<file path="src/kdof_pkg.sv">
// Shared types and constants for the keypad debounce filter.
package kdof_pkg;
	localparam int NUM_KEYS = 64;
	localparam int KEY_W = 6;
	localparam int IDX_W = (NUM_KEYS > 1) ? $clog2(NUM_KEYS) : 1;
	localparam int TIME_W = 9;
	localparam logic [TIME_W-1:0] DEBOUNCE_DEFAULT = 9'd20;
	localparam logic [TIME_W-1:0] DEBOUNCE_MAX = 9'd500;

	localparam logic [1:0] REQ_TICK = 2'd0;
	localparam logic [1:0] REQ_SCAN = 2'd1;
	localparam logic [1:0] REQ_KEY = 2'd2;

	localparam logic [1:0] ACT_RELEASE = 2'd0;
	localparam logic [1:0] ACT_PRESS = 2'd1;
	localparam logic [1:0] ACT_REPEAT = 2'd2;

	localparam logic [0:0] REG_DEBOUNCE = 1'd0;

	// Operation a key cell applies during a walk.
	typedef enum logic [2:0] {
		OP_NONE,
		OP_TICK,
		OP_PRESS_NEW,
		OP_PRESS_HIT,
		OP_RELEASE,
		OP_REPEAT
	} cell_op_t;

	// Command broadcast to the cell row for one walk step.
	typedef struct packed {
		cell_op_t op;
		logic [KEY_W-1:0] key;
		logic [TIME_W-1:0] debounce;
		logic [16:0] scan;
		logic strobe;
	} cell_cmd_t;

	// One cell's report toward the sequencer.
	typedef struct packed {
		logic emit;
		logic [1:0] action;
		logic [16:0] scan;
	} cell_rep_t;

	// Status of the addressed key, for the press decision.
	typedef struct packed {
		logic held;
		logic pend;
		logic swallow;
		logic quiet;
	} key_stat_t;
endpackage

</file>
<file path="src/kdof_cell.sv">
// One key's debounce state; applies the broadcast command when strobed.
module kdof_cell (
	input logic clk,
	input logic arst_n,
	input logic [kdof_pkg::IDX_W-1:0] my_key,
	input kdof_pkg::cell_cmd_t cmd,
	input logic sel,
	output kdof_pkg::cell_rep_t rep,
	output kdof_pkg::key_stat_t stat
);
	import kdof_pkg::*;

	logic held_q, pend_q, swallow_q;
	logic [TIME_W-1:0] pleft_q, qleft_q, pdec;
	logic [16:0] scan_q;
	logic mine;

	assign mine = (cmd.key == KEY_W'(my_key));
	assign pdec = (pleft_q != '0) ? pleft_q - 1'b1 : pleft_q;
	assign stat = '{held: held_q, pend: pend_q, swallow: swallow_q, quiet: qleft_q != '0};

	// Report this cell would produce for the current command
	always_comb begin
		rep = '{emit: 1'b0, action: ACT_RELEASE, scan: scan_q};
		unique case (cmd.op)
			OP_TICK: rep.emit = pend_q && pdec == '0;
			OP_PRESS_NEW: rep.emit = held_q && !mine;
			OP_PRESS_HIT: begin
				// only a press of a free key is reported
				rep.emit = mine && !held_q && !pend_q && !swallow_q && qleft_q == '0;
				rep.action = ACT_PRESS;
				rep.scan = cmd.scan;
			end
			OP_REPEAT: begin
				rep.emit = mine && held_q && !pend_q;
				rep.action = ACT_REPEAT;
			end
			default: rep.emit = 1'b0;
		endcase
	end

	// State update, one cell per walk step
	always_ff @(posedge clk or negedge arst_n) begin
		if (!arst_n) begin
			held_q <= 1'b0;
			pend_q <= 1'b0;
			swallow_q <= 1'b0;
			pleft_q <= '0;
			qleft_q <= '0;
			scan_q <= '0;
		end else if (cmd.strobe && sel) begin
			unique case (cmd.op)
				OP_TICK: begin
					if (qleft_q != '0) qleft_q <= qleft_q - 1'b1;
					if (pend_q) begin
						pleft_q <= pdec;
						if (pdec == '0) begin
							pend_q <= 1'b0;
							held_q <= 1'b0;
						end
					end
				end
				OP_PRESS_NEW: if (held_q && !mine) begin
					held_q <= 1'b0;
					if (pend_q) begin
						pend_q <= 1'b0;
						qleft_q <= pleft_q;
					end else begin
						swallow_q <= 1'b1;
					end
				end
				OP_PRESS_HIT: if (mine) begin
					if (pend_q) pend_q <= 1'b0;
					else if (qleft_q != '0) swallow_q <= 1'b1;
					else if (!swallow_q && !held_q) begin
						scan_q <= cmd.scan;
						held_q <= 1'b1;
					end
				end
				OP_RELEASE: if (mine) begin
					if (swallow_q) begin
						swallow_q <= 1'b0;
						qleft_q <= cmd.debounce;
					end else if (held_q) begin
						pend_q <= 1'b1;
						pleft_q <= cmd.debounce;
					end
				end
				default: ;
			endcase
		end
	end
endmodule

</file>
<file path="config.mk">
export PLATFORM = sky130hd
export DESIGN_NAME = kdof_cell
export DESIGN_NICKNAME = d
export VERILOG_FILES = /design/src/kdof_pkg.sv /design/src/kdof_cell.sv
export SDC_FILE = /design/constraint.sdc
export NUM_CORES = 1
export LEC_CHECK = 0
export ABC_CLOCK_PERIOD_IN_PS = 2400
export BUFFER_PORTS_ARGS = -buffer_cell sky130_fd_sc_hd__buf_2
export CORE_MARGIN = 1
export CORE_UTILIZATION = 50
export CTS_CLUSTER_SIZE = 25
export DETAILED_ROUTE_END_ITERATION = 8
export HOLD_SLACK_MARGIN = 0.15
export PLACE_DENSITY_LB_ADDON = 0.1
export SYNTH_ARGS = -nofsm -noshare
export SYNTH_HDL_FRONTEND = slang
export SYNTH_SLANG_ARGS = --single-unit
</file>
<file path="constraint.sdc">
create_clock -name clk -period 2.4 [get_ports clk]
set_input_delay 0.24 -clock clk [delete_from_list [all_inputs] [get_ports clk]]
set_output_delay 0.24 -clock clk [all_outputs]
set_load 0.01 [all_outputs]
</file>
# ---- Word-level counts from Yosys, hierarchy flattened
# Index checks and enable logic that the tools add are counted.
dict set report word_totals {
  output_inout_bits 24
  wordCells 96
  reg_bits 38
}
dict set report classes {
  bitwise 2
  addsub 2
  eq_ne 21
  n_reduce_logical 29
  muxes 36
}
# operator n
set ops {}
lappend ops {{9-bit two-way mux} 10}
lappend ops {{2-bit != test (second input constant)} 15}
lappend ops {{9-bit one-hot mux with 3 select lines} 1}
lappend ops {{9-bit zero test} 2}
lappend ops {{1-bit two-way mux} 18}
lappend ops {{9-bit one-hot mux with 2 select lines} 1}
lappend ops {{9-bit nonzero test} 2}
lappend ops {{9-bit by 1-bit subtractor with 9-bit output (second input constant)} 2}
lappend ops {{17-bit two-way mux} 1}
lappend ops {{7-bit AND reduction} 2}
lappend ops {{6-bit AND reduction} 2}
lappend ops {{1-bit logical AND} 10}
lappend ops {{9-bit AND reduction} 1}
lappend ops {{3-bit nonzero test} 3}
lappend ops {{1-bit one-hot mux with 4 select lines} 2}
lappend ops {{8-bit AND reduction} 1}
lappend ops {{3-bit by 2-bit == test with 1-bit output (second input constant)} 2}
lappend ops {{3-bit == test (second input constant)} 2}
lappend ops {{6-bit == test} 1}
lappend ops {{1-bit one-hot mux with 3 select lines} 2}
lappend ops {{1-bit zero test} 4}
lappend ops {{2-bit one-hot mux with 2 select lines} 1}
lappend ops {{4-bit nonzero test} 1}
lappend ops {{3-bit by 1-bit == test with 1-bit output (second input constant)} 1}
lappend ops {{other kinds (2)} 3}

# ---- Longest topological paths before layout
# Gate-level depths: netlist (run 1).
dict set report logic_depth {
  ltp_word 7
  ltp_mapped 9
  ltp_nobuf 8
}

# ---- Worst setup path before layout (run 1)
# Ideal clock, no wire load.
dict set report synth_timing {
  kind {register to output}
  start {register pleft_q[0]}
  end {output rep[19] (netlist name)}
  slack_ns 0.194
  n_path_buf 0
  arrival_time_ns 1.966
  path_stages_with_launch 8
  path_cell_list {dfrtp_1 -> inv_1 -> ha_1 -> or4b_4 -> o211ai_2 -> xnor2_1 -> nor4_2 -> a31o_2}
}
# element line_no
set synth_lines {}
lappend synth_lines {{start: declaration} kdof_cell.sv:14} ;# logic [TIME_W-1:0] pleft_q, qleft_q, pdec;
lappend synth_lines {{start signal: assignment} kdof_cell.sv:56} ;# pleft_q <= pdec;
lappend synth_lines {{start signal: assignment} kdof_cell.sv:86} ;# pleft_q <= cmd.debounce;
lappend synth_lines {{end: declaration} kdof_cell.sv:8} ;# output kdof_pkg::cell_rep_t rep,

==> results.toml, run 1 <==
[synthesis]
muxShareOfSynthArea = 0.161
synthCells = 279
synth-seq-cells = 38
syn_area_per_cell_um2 = 9.50
synth_top_family_by_area = "compound AO/OA/AOI/OAI gates"
synth_xor_area_frac = 0.0231
syn-num-nets = 327
yosysWarnings = 0
synth_fa_ha_area_frac = 0.0142
synth_compound_area_frac = 0.214
synthSimpleGateAreaFrac = 0.171
synthFlopType = "dfrtp_1"
async_flop_share = 1.00
ys_types = 56
ys_seq_area_frac = 0.359
synth_edf_count = 0
mappedNetlistArea_mm2 = 0.00265

[timing]
setup_viol = 1
hold_viol = 0
worstMarginPinSlew_ns = 0.862
slew_headroom = 0.426
layout_setup_ws_ns = -0.215
clock.fmax_ghz = 0.382
min_period_ns = 2.62
rsz0062_at_grt = "yes"
drv_slew = 0
finalCritPeriodShare = 1.09
skew_ns = 0.00656

[critical_path]
end_kind = "output port"
crit_type = "flip-flop to output port"
slowest_delay_ns = 0.60
slowest_stage = "or4b_4"
ff2ff_path_depth = 7
crit_path_cell_trace = "or4b_4 > nand4b_1 > o2111ai_2 > nor4_4 > a31o_2 > buf_6"
start_kind = "flip-flop"
worstPathArrival_ns = 2.38
crit_required_ns = 2.16
critPathMaxFanout = 8

[place]
hpwl_um = 4540
placed_area_mm2 = 0.00312
portBuffers = 68
post-place-ws_ns = 0.0556
gp_routability_congestion = 0.878

[detailed_routing]
drt_iter0_drc = 203
wl_um = 6520
num_vias = 2516
drc = 0
postRouteAntennaNets = 0
first_pass_iters = 5
routedWlPerCell_um = 15.1
routed_via_density = 5.81

[power]
p_leak_nw = 1.62
ir_drop_mv = 0.642
powerDensity_mw_per_mm2 = 887

[global_routing]
grt_max_degree = 39
grt_pass1_wl_um = 9980
antenna_found_initial = 0
grt_usage = 0.233
first_global_vias = 2214
gr-total-overflow = 0

[clock_network]
clk_latency_ns = 0.30
cts.sinks = 38
cts_tree = "done"
clk_pin_slew_worst_paths_ns = 0.07
root_buffer = "clkbuf_8"
htreeDepth = 2
clock_path_buffers = 2
cts_made_buffers = 5

[final_layout]
nNetsFinal = 410
antenna_cells = 0
drive_gt1_frac = 0.433
finalInstanceArea_mm2 = 0.00339
fillers = 419
areaGrowthSynthToFinish_pct = 28.0

[floorplan]
rows = 26
chipHeight_um = 74.8
die_area_mm2 = 0.00560
die_w_um = 74.8
start_util = 0.519
core_mm2 = 0.00511
boundaryPins = 69

[outcome]
violations = "negative setup slack"
status = "finished, violations left"

[worst_hold_path]
hold_depth = 2
worstHoldPathType = "input pin to flip-flop"

[job]
cap_violations = 0
[flip-flops by register name, indices dropped and copies added, names as in the netlist]
signal     count
pend_q         1
held_q         1
scan_q        17
swallow_q      1
qleft_q        9
pleft_q        9
[cells in the mapped netlist, drive strengths merged (3+ instances only)]
library cell / instances / area, um2
buf: 11 / 82.6
nand2: 11 / 43.8
a31oi: 3 / 18.8
o22ai: 3 / 18.8
nor4: 6 / 50.0
nand3: 4 / 20.0
o21ai: 27 / 135
and2: 5 / 31.3
ha: 3 / 37.5
clkbuf: 7 / 27.5
a22oi: 12 / 90.1
a21oi: 11 / 55.1
dfrtp: 38 / 951
a22o: 8 / 70.1
nor2: 20 / 82.6
xor2: 6 / 52.6
inv: 12 / 45.0
nand2b: 5 / 31.3
mux2: 36 / 405
nor2b: 6 / 37.5
or4: 3 / 22.5
o2bb2ai: 3 / 26.3
nor3: 8 / 40.0
[final cells by class]
class                   instances  area, um2  share of cell area
clock buffers                   5       68.8              0.0203
clock inverters                 3       68.8              0.0203
inverters                      12       45.0              0.0133
multi-input cells             211       1610               0.476
flip-flops and latches         38        951               0.280
well taps                      70       87.6              0.0258
repair buffers                 94        557               0.164
[placed cells by master (no fill, tap or decap), types with 4 or more instances in the layout]
cell,n
and2_1,5
buf_2,67
nor2b_1,6
a22oi_1,12
nor2_1,19
inv_1,10
o21ai_0,25
clkbuf_8,5
buf_4,24
a21oi_1,11
mux2_2,35
nand2b_1,5
dfrtp_1,38
nor3_1,8
xor2_1,6
nand3_1,4
a22o_1,8
nand2_1,10
[worst paths after layout]
path / slack [ns] / to / from
worst max-delay path: -0.22 / rep[19] / pleft_q[3]$_DFFE_PN0P_
worst min-delay path: 0.18 / scan_q[7]$_DFFE_PN0P_ / cmd[8]
worst max register to register: 0.06 / held_q$_DFFE_PN0P_ / pleft_q[3]$_DFFE_PN0P_
worst min register to register: 0.49 / scan_q[7]$_DFFE_PN0P_ / scan_q[7]$_DFFE_PN0P_
max in group asynchronous: 1.28 / pleft_q[0]$_DFFE_PN0P_ / arst_n
min in group asynchronous: 0.59 / scan_q[4]$_DFFE_PN0P_ / arst_n
[power by group]
part	leakage (nW)	switching (mW)	internal, mW
clock network	0.0683	0.235	0.416
logic	1.05	0.689	0.663
registers	0.503	0.212	0.792
total	1.62	1.14	1.87
[kinds of logic after synthesis]
kind of cell | count (synthesis)
adders and majority gates | 3
AOI/OAI and AO/OA | 84
and+or+nand+nor | 79
muxes | 38
xor gates and xnor gates | 7
buffers and inverters | 30
DFF | 38
[repair_timing]
| item | 4_1_cts | 5_1_grt |
|---|---|---|
| setup endpoints to repair | 1 | 29 |
| pin swaps | 4 | 6 |
| buffers inserted | 4 | 3 |
| hold endpoints to repair | 38 | 0 |
| resized for setup | 4 | 11 |
| hold buffers | 1 | 0 |
[worst max-delay path, delay by kind of cell (launching register included)]
family	cells	cell delay, ns
DFF	1	0.49
buffers and inverters	1	0.10
AOI/OAI and AO/OA	2	0.39
and+or+nand+nor	3	1.11
[through the flow]
step	util	TNS [ns]	std cells	power, mW	hold WS, ns
after detailed placement	0.611	0	418	2.12	0.404
after global placement	0.611	0	418	2.10	0.402
after floorplan	-	0	279	1.75	-0.0556
final	0.664	-0.215	433	3.01	0.183
after CTS	0.649	-0.192	431	2.84	0.183
after global routing	0.664	-0.465	433	3.19	0.184
[layer usage]
layer,track usage,routed length (um),vias to the layer above
li1,-,-,1212
met1,0.299,2920,1179
met2,0.390,3080,116
met3,0.0295,420,9
met4,0.113,94,0
met5,0,0,-
(Power assumes the default switching activity.)
==> run 2: changes to the inputs <==
- MAX_ROUTING_LAYER: unset -> met4
- SETUP_SLACK_MARGIN: unset -> 0.15
==> results.toml, run 2 (synthesized netlist as in run 1, its figures left out) <==
[critical_path]
critical_path_buf_inv_count = 2
crit_required_ns = 2.16
critPathMaxFanout = 3
crit_type = "flip-flop to output port"
crit_path_cell_trace = "inv_2 > ha_4 > or4b_4 > nand4b_1 > o2111ai_2 > nor4_4 > a31o_2 > buf_6"
worstPathArrival_ns = 2.42
slowest_delay_ns = 0.49
start_kind = "flip-flop"
cp_top_family = "simple AND/OR/NAND/NOR gates"
end_kind = "output port"
slowest_stage = "or4b_4"

[final_layout]
antenna_cells = 0
layout_common_cells = "buf_2, dfrtp_1, buf_4, o21ai_0"
regMostFlops = "scan_q"
layout_commonest_cell = "buf_2"
drive_gt1_frac = 0.464
areaGrowthSynthToFinish_pct = 34.0
top_regs = "scan_q: 17 flops, pleft_q: 9 flops, qleft_q: 9 flops"
largest_reg_flops = 17
nNetsFinal = 420
fin_cells = 443

[place]
gp_routability_congestion = 0.927
post-place-ws_ns = 0.0403
place_inst = 419
hpwl_um = 4610
portBuffers = 68

[power]
finalPower_mw = 2.94
p_clk_frac = 0.159
pwr-share-seq = 0.344
p_sw_mw = 1.18
switching_share = 0.401
ir_drop_mv = 0.675
p_int_mw = 1.76
combPwrFrac = 0.497
powerDensity_mw_per_mm2 = 827
p_leak_nw = 1.68

[outcome]
violations = "negative setup slack"
status = "finished, violations left"

[detailed_routing]
drc = 0
routed_via_density = 5.80
postRouteAntennaNets = 0
first_pass_iters = 5
routedWlPerCell_um = 16.0
drt-met1-wl_um = 3150
drt_iter0_drc = 155
wl_met2_um = 3380
maxUsedRoutingLayer = "met4"
wl_met3_um = 423
wl_um = 7080
num_vias = 2571

[floorplan]
die_area_mm2 = 0.00560
chipHeight_um = 74.8
die_w_um = 74.8
rows = 26
core_mm2 = 0.00511
start_util = 0.519
boundaryPins = 69

[timing]
rsz0062_at_grt = "yes"
hold_viol = 0
drv_slew = 0
min_period_ns = 2.66
layout_setup_ws_ns = -0.257
setup_viol = 2
clock.fmax_ghz = 0.376
finalCritPeriodShare = 1.11
tns_ns = -0.367
skew_ns = 0.00557
slew_headroom = 0.433
worstMarginPinSlew_ns = 0.850

[clock_network]
cts_made_buffers = 5
clk_pin_slew_worst_paths_ns = 0.08
cts_tree = "done"
clock_path_buffers = 2
root_buffer = "clkbuf_8"
htreeDepth = 2
clk_latency_ns = 0.29
cts.sinks = 38

[global_routing]
grt_usage = 0.249
gr-total-overflow = 0
first_global_vias = 2253
antenna_found_initial = 0
grt_max_degree = 39
grt_pass1_wl_um = 10300

[job]
cap_violations = 0

[worst_hold_path]
worstHoldPathType = "input pin to flip-flop"
[run 2: cell count changes in the layout (fill, tap and decap cells not counted), sizes merged]
| cell | before | now |
|---|---|---|
| buf | 93 | 101 |
| clkinvlp | 0 | 1 |
| clkbuf | 5 | 8 |
| bufinv | 2 | 0 |
[run 2: power by group through the flow]
stage          registers, mW  clock network [mW]  logic [mW]
2_1_floorplan          0.937                   0       0.809
3_3_place_gp           0.978                   0        1.12
3_5_place_dp           0.985                   0        1.13
4_1_cts                0.984               0.488        1.21
5_1_grt                 1.03               0.516        1.61
6_report                1.01               0.468        1.46
[run 2: worst paths after layout]
check | start | slack [ns] | endpoint | cells after the start
max in group asynchronous | arst_n | 1.22 | pleft_q[3]$_DFFE_PN0P_ | 2
worst max-delay path | pleft_q[1]$_DFFE_PN0P_ | -0.26 | rep[19] | 8
worst max register to register | pleft_q[1]$_DFFE_PN0P_ | -0.11 | held_q$_DFFE_PN0P_ | 10
worst min register to register | scan_q[0]$_DFFE_PN0P_ | 0.51 | scan_q[0]$_DFFE_PN0P_ | 1
worst min-delay path | cmd[2] | 0.20 | scan_q[1]$_DFFE_PN0P_ | 2
min in group asynchronous | arst_n | 0.59 | scan_q[9]$_DFFE_PN0P_ | 2
[run 2: repair_timing]
action / CTS / global route
buffers inserted: 5 / 8
gates cloned: 0 / 2
pin swaps: 7 / 9
hold buffers: 1 / 0
gates resized for setup: 10 / 29
endpoints found under the hold margin: 38 / 0
endpoints found under the setup margin: 26 / 20
[run 2: through the flow]
stage	utilization	hold WS, ns	instance area [um2]
2_1_floorplan	-	-0.0556	2650
3_3_place_gp	0.613	0.402	3130
3_5_place_dp	0.613	0.403	3130
4_1_cts	0.648	0.180	3310
5_1_grt	0.695	0.185	3550
6_report	0.695	0.196	3550
[run 2: routing by layer]
metal,vias to the layer above,track usage
met1,1201,0.315
li1,1225,-
met2,130,0.399
met3,15,0.0495
met4,0,0.0839
met5,-,-
[run 2: layout make-up]
cell class              instances  area [um2]
fillers                       385        1560
clock inverters                 2        12.5
flip-flops and latches         38         952
inverters                      12        45.0
well taps                      70        87.6
repair buffers                104         667
clock buffers                   6        82.6
multi-input cells             211        1700
